`config.mk`:
```
export PLATFORM = sky130hd
export DESIGN_NAME = isa_ctrl
export DESIGN_NICKNAME = d
export VERILOG_FILES = /design/src/isa_pkg.sv /design/src/isa_ctrl.sv
export SDC_FILE = /design/constraint.sdc
export NUM_CORES = 1
export LEC_CHECK = 0
export BUFFER_PORTS_ARGS = -buffer_cell sky130_fd_sc_hd__buf_2
export CORE_MARGIN = 4
export CORE_UTILIZATION = 44
export CTS_CLUSTER_DIAMETER = 60
export DETAILED_ROUTE_END_ITERATION = 12
export PLACE_DENSITY_LB_ADDON = 0.1
export SYNTH_ARGS = -nofsm -noshare
export SYNTH_HDL_FRONTEND = slang
export SYNTH_SLANG_ARGS = --single-unit
```
`constraint.sdc`:
```
create_clock -name clk -period 1.4 [get_ports clk]
set_clock_uncertainty 0.05 [all_clocks]
set_input_delay 0.07 -clock clk [delete_from_list [all_inputs] [get_ports clk]]
set_output_delay 0.07 -clock clk [all_outputs]
set_load 0.01 [all_outputs]
```
`src/isa_pkg.sv`:
```
package isa_pkg;

	localparam int QONE = 65536;

	// ceil(2^34 / 3): x * RECIP3 >> (k + 4) is floor(x * 2^(30-k) / 3) for x < 3 * 2^(k+1)
	localparam logic [32:0] RECIP3 = 33'd5726623062;

	typedef enum logic [1:0] {
		ST_OK     = 2'd0,
		ST_TOOFEW = 2'd1,
		ST_UNDEF  = 2'd2
	} status_t;

	typedef enum logic {
		FUNC_VISIT  = 1'b0,
		FUNC_FINISH = 1'b1
	} func_t;

	typedef struct packed {
		logic capture;
		logic visit_upd;
		logic clr_step;
		logic fin_setup;
		logic div_start;
		logic m_load;
		logic sq_mul;
		logic sq_upd;
		logic num_mul;
		logic num_fix;
		logic score_set;
		logic out_load;
	} cmd_t;

	typedef struct packed {
		logic clr_last;
		logic special;
		logic div_done;
		logic out_full;
	} stat_t;

endpackage

```
`src/isa_ctrl.sv`:
```
module isa_ctrl (
	input  logic            clk,
	input  logic            arst_n,
	input  logic            s_tvalid,
	output logic            s_tready,
	input  logic            s_tuser,
	input  isa_pkg::stat_t  st,
	output isa_pkg::cmd_t   cmd
);

	typedef enum logic [3:0] {
		S_CLR, S_IDLE, S_VISIT, S_FIN, S_DECIDE, S_MANT,
		S_SQ_MUL, S_SQ_UPD, S_NMUL, S_NFIX, S_SDIV_GO, S_SDIV_W, S_SCORE, S_LOAD
	} state_t;

	state_t     state_q;
	logic [3:0] sq_cnt_q;
	logic       accept;

	assign s_tready = (state_q == S_IDLE);
	assign accept   = s_tvalid && s_tready;

	always_comb begin
		cmd               = '0;
		cmd.capture       = accept;
		cmd.visit_upd     = (state_q == S_VISIT);
		cmd.clr_step      = (state_q == S_CLR);
		cmd.fin_setup     = (state_q == S_FIN);
		cmd.div_start     = (state_q == S_SDIV_GO);
		cmd.m_load        = (state_q == S_MANT);
		cmd.sq_mul        = (state_q == S_SQ_MUL);
		cmd.sq_upd        = (state_q == S_SQ_UPD);
		cmd.num_mul       = (state_q == S_NMUL);
		cmd.num_fix       = (state_q == S_NFIX);
		cmd.score_set     = (state_q == S_SCORE);
		cmd.out_load      = (state_q == S_LOAD) && !st.out_full;
	end

	always_ff @(posedge clk or negedge arst_n) begin
		if (!arst_n) begin
			state_q  <= S_CLR;
			sq_cnt_q <= '0;
		end else begin
			unique case (state_q)
				S_CLR: begin
					if (st.clr_last) state_q <= S_IDLE;
				end
				S_IDLE: begin
					if (accept) begin
						state_q <= (s_tuser == isa_pkg::FUNC_FINISH) ? S_FIN : S_VISIT;
					end
				end
				S_VISIT:   state_q <= S_IDLE;
				S_FIN:     state_q <= S_DECIDE;
				S_DECIDE: begin
					sq_cnt_q <= '0;
					state_q  <= st.special ? S_LOAD : S_MANT;
				end
				S_MANT:    state_q <= S_SQ_MUL;
				S_SQ_MUL:  state_q <= S_SQ_UPD;
				S_SQ_UPD: begin
					sq_cnt_q <= sq_cnt_q + 4'd1;
					state_q  <= (sq_cnt_q == 4'd15) ? S_NMUL : S_SQ_MUL;
				end
				S_NMUL:    state_q <= S_NFIX;
				S_NFIX:    state_q <= S_SDIV_GO;
				S_SDIV_GO: state_q <= S_SDIV_W;
				S_SDIV_W: begin
					if (st.div_done) state_q <= S_SCORE;
				end
				S_SCORE:   state_q <= S_LOAD;
				S_LOAD: begin
					if (!st.out_full) state_q <= S_CLR;
				end
				default:   state_q <= S_CLR;
			endcase
		end
	end

endmodule

```
==> metrics.md <==
| Metric | Value |
|---|---|
| Routed wire per std cell | `between 20 and 25 um` |
| Crit path time final | `1650 ps` |
| Crit path launch type | `flop` |
| First-pass GRT wire length | `4110 um` |
| Fin worst setup slack | `-247 ps` |
| Die Y | `47.5 um` |
| WL final | `3410 um` |
| Synth Instances | `95` |
| Switch Pwr | `1.62 mW` |
| Drt first pass iters | `4` |
| ANT cells | `0` |
| Critical path class | `flop to flop` |
| Pint | `1.95 mW` |
| Via count | `around 1000` |
| Htree depth | `1` |
| Mapped Nets | `roughly 100` |
| Die ar. | `0.00226 sq mm` |
| Yosys reg bits | `8` |
| Placed wire-length estimate | `1470 um` |
| Power density of the placed cells | `~2700 mW/mm^2` |
| Comb power frac | `0.815` |
| Status | `finished, violations left` |
| Dpl ws | `-82.2 ps` |
| Final #Nets | `about 160` |
| Synth Warn # | `0` |
| Core ar. | `0.00149 sq mm` |
| Slew Viols, Final | `0` |
| Latest clock arrival within the worst-skew pair | `260 ps` |
| Cell mode on critical path | `buf_4` |
| Pin count of the biggest net entering global routing | `11` |
| Synth top area cells | `dfrtp_1 (29%), nor2_1 (7.1%), a21oi_1 (5.1%), buf_2 (4.4%), nor3_1 (4.4%)` |
| Slew @ Worst Pin | `318 ps` |
| Min-delay worst type | `input pin to flop` |
| Failing checks | `negative setup slack` |
| CP endpoint kind | `flop` |
| Drc violations | `0` |
| CTS buffer count | `3` |
| Ports | `21` |
| Worst path slowest cell | `dfrtp_1` |
| Maximum vdd drop | `around 1.6 mV` |
| Synth cell types | `37` |
| DRT iter0 DRCs | `67` |
| Slew headroom | `0.787` |
| Std-Cell Rows | `14` |
| Gr usage total | `0.265` |
| Vias per Instance | `6.27` |
| Vias in the first global route | `880` |
| Final setup viols | `18` |
| Register area share after synthesis | `0.291` |
| Initial Util | `0.462` |
| Switching Fraction | `0.453` |
| CTS Buffer Depth | `2` |
| Initial antenna violation count | `0` |
| PortBufs | `20` |
| Worst path arrival time | `1750 ps` |
| Critical Path RT | `1510 ps` |
| RSZ-0062 raised after global routing | `yes` |
| CP Capture Point | `state_q[1]` |
| Fmax | `607 MHz` |
| Worst R2R Setup Slack | `-250 ps` |
| Chip Width | `about 48 um` |
| FF-to-FF path depth | `6` |
| Layout area overhead | `92.7%` |
| Post-synth EDFFs | `0` |
| Crit-path cells | `buf_4 > buf_4 > a21boi_1 > a211oi_4 > or2_4 > o32ai_1` |
| Hold Fails Final Rpt | `0` |
| R2R Path End | `state_q[1]` |
| Reg clk slew, reported paths | `60 ps` |
| Fin util | `0.891` |
| Leading area contributor after synthesis | `dfrtp_1` |
| ANT nets after route | `0` |
| Max Cap Viol | `0` |
| Synthesized area per cell | `7.24 sq um` |
| Async S/R FF share, synth | `1.00` |
| Clk root buf | `clkbuf_4` |
| Top_reg_cell synth | `dfrtp_1` |
| P_leak | `0.644 nW` |
| Clk network pwr share | `0.051` |
| Mapped Area | `688 sq um` |
| CTS tree | `built` |
| Pwr Total | `3.57 mW` |
| Grt total ovfl | `0` |
| Share of power burned in registers | `0.134` |
| RePlAce Congestion | `0.810` |
| R2R Path Start | `state_q[2]` |
| Clk sink count | `8` |
| Critical path startpoint | `state_q[2]` |
| CP Max Fanout | `4` |
| Synth top area share | `0.291` |
| Fin crit share | `1.18` |
| Layout cells sized above 1 | `0.609` |
| Max incr delay on CP | `450 ps` |
-- synthesized netlist by cell type, types with 2 or more instances --
master    count
o21ai_1       5
a22o_1        3
inv_1         4
buf_2         6
nand2_1       7
nand2b_1      4
or2_1         2
nor2_1       13
nand3_1       3
a21oi_1       7
or3_1         2
dfrtp_1       8
o32ai_1       2
nor3_1        6
-- sequential cells by signal, indices dropped and copies added, names as in the netlist --
register  cells
sq_cnt_q      4
state_q       4
-- worst min path at each step --
stage                     startpoint          end  slack (ps)  depth (start not counted)
final                          st[0]   state_q[2]         100                          3
after global routing           st[0]   state_q[2]         100                          3
after CTS                      st[1]   state_q[1]         -20                          2
after detailed placement      arst_n  sq_cnt_q[3]        -130                          1
after global placement        arst_n  sq_cnt_q[3]        -130                          1
after floorplan               arst_n  sq_cnt_q[0]        -280                          0
-- worst max-delay path: cells and delay by family (launching register included) --
kind                   cells  cell delay [ps]
AOI/OAI and AO/OA          3              450
DFF                        1              450
and+or+nand+nor            1              270
buffers and inverters      2              330
-- per-layer routing --
| metal | global-route usage | routed length, um | vias to the layer above |
|---|---|---|---|
| met5 | 0 | 0 | - |
| met2 | 0.441 | 1550 | 95 |
| met3 | 0.0564 | 449 | 16 |
| met1 | 0.335 | 1300 | 486 |
| li1 | - | - | 450 |
| met4 | 0.102 | 116 | 0 |
-- cell type report --
type,count,area (sq um)
fill,64,163
inverter,5,18.8
sequential,8,200
clock buffer,3,22.5
tap,16,20.0
timing repair buffer,61,489
multi-input combinational,74,576
-- layout by cell type (no fill, tap or decap), types with 2 or more instances in the layout --
| master | count |
|---|---|
| nor3_2 | 5 |
| a22o_1 | 3 |
| nand2b_4 | 4 |
| buf_6 | 19 |
| dfrtp_1 | 8 |
| inv_1 | 4 |
| a21oi_2 | 3 |
| or3_4 | 2 |
| buf_4 | 22 |
| a21oi_1 | 4 |
| dlygate4sd3_1 | 2 |
| nand3_1 | 3 |
| clkbuf_4 | 3 |
| o21ai_1 | 4 |
| buf_2 | 18 |
| nand2_1 | 6 |
| or2_4 | 2 |
| nor2_2 | 2 |
| nor2_1 | 10 |
-- per-stage QoR --
| stage | instance area (sq um) | TNS, ps | cells | hold WS (ps) |
|---|---|---|---|---|
| 2_1_floorplan | 696 | 0 | 95 | -276 |
| 3_3_place_gp | 932 | -126 | 144 | -126 |
| 3_5_place_dp | 932 | -230 | 144 | -126 |
| 4_1_cts | 1210 | -892 | 163 | -23.3 |
| 5_1_grt | 1330 | -3100 | 167 | 97.4 |
| 6_report | 1330 | -2260 | 167 | 104 |
-- logic make-up after synthesis --
| family | share of synthesized area |
|---|---|
| and+or+nand+nor | 0.344 |
| AOI/OAI and AO/OA | 0.245 |
| buffers and inverters | 0.0873 |
| DFF | 0.291 |
| muxes | 0.0145 |
| adders and majority gates | 0.0182 |
-- power by group through the flow --
| stage | Sequential (mW) | Combinational [mW] | Clock (mW) |
|---|---|---|---|
| global placement | 0.458 | 1.64 | 0 |
| finish | 0.479 | 2.91 | 0.182 |
| detailed placement | 0.461 | 1.65 | 0 |
| global route | 0.496 | 3.08 | 0.196 |
| CTS | 0.455 | 2.35 | 0.182 |
| floorplan | 0.459 | 0.987 | 0 |
-- repair_timing --
| item | in CTS | in global routing |
|---|---|---|
| cloned | 0 | 0 |
| setup buffers | 18 | 4 |
| setup endpoints to repair | 19 | 21 |
| endpoints found under the hold margin | 9 | 1 |
| pin swaps | 16 | 14 |
| hold buffers | 1 | 1 |
| resized for setup | 30 | 19 |
(Power assumes the default switching activity.)
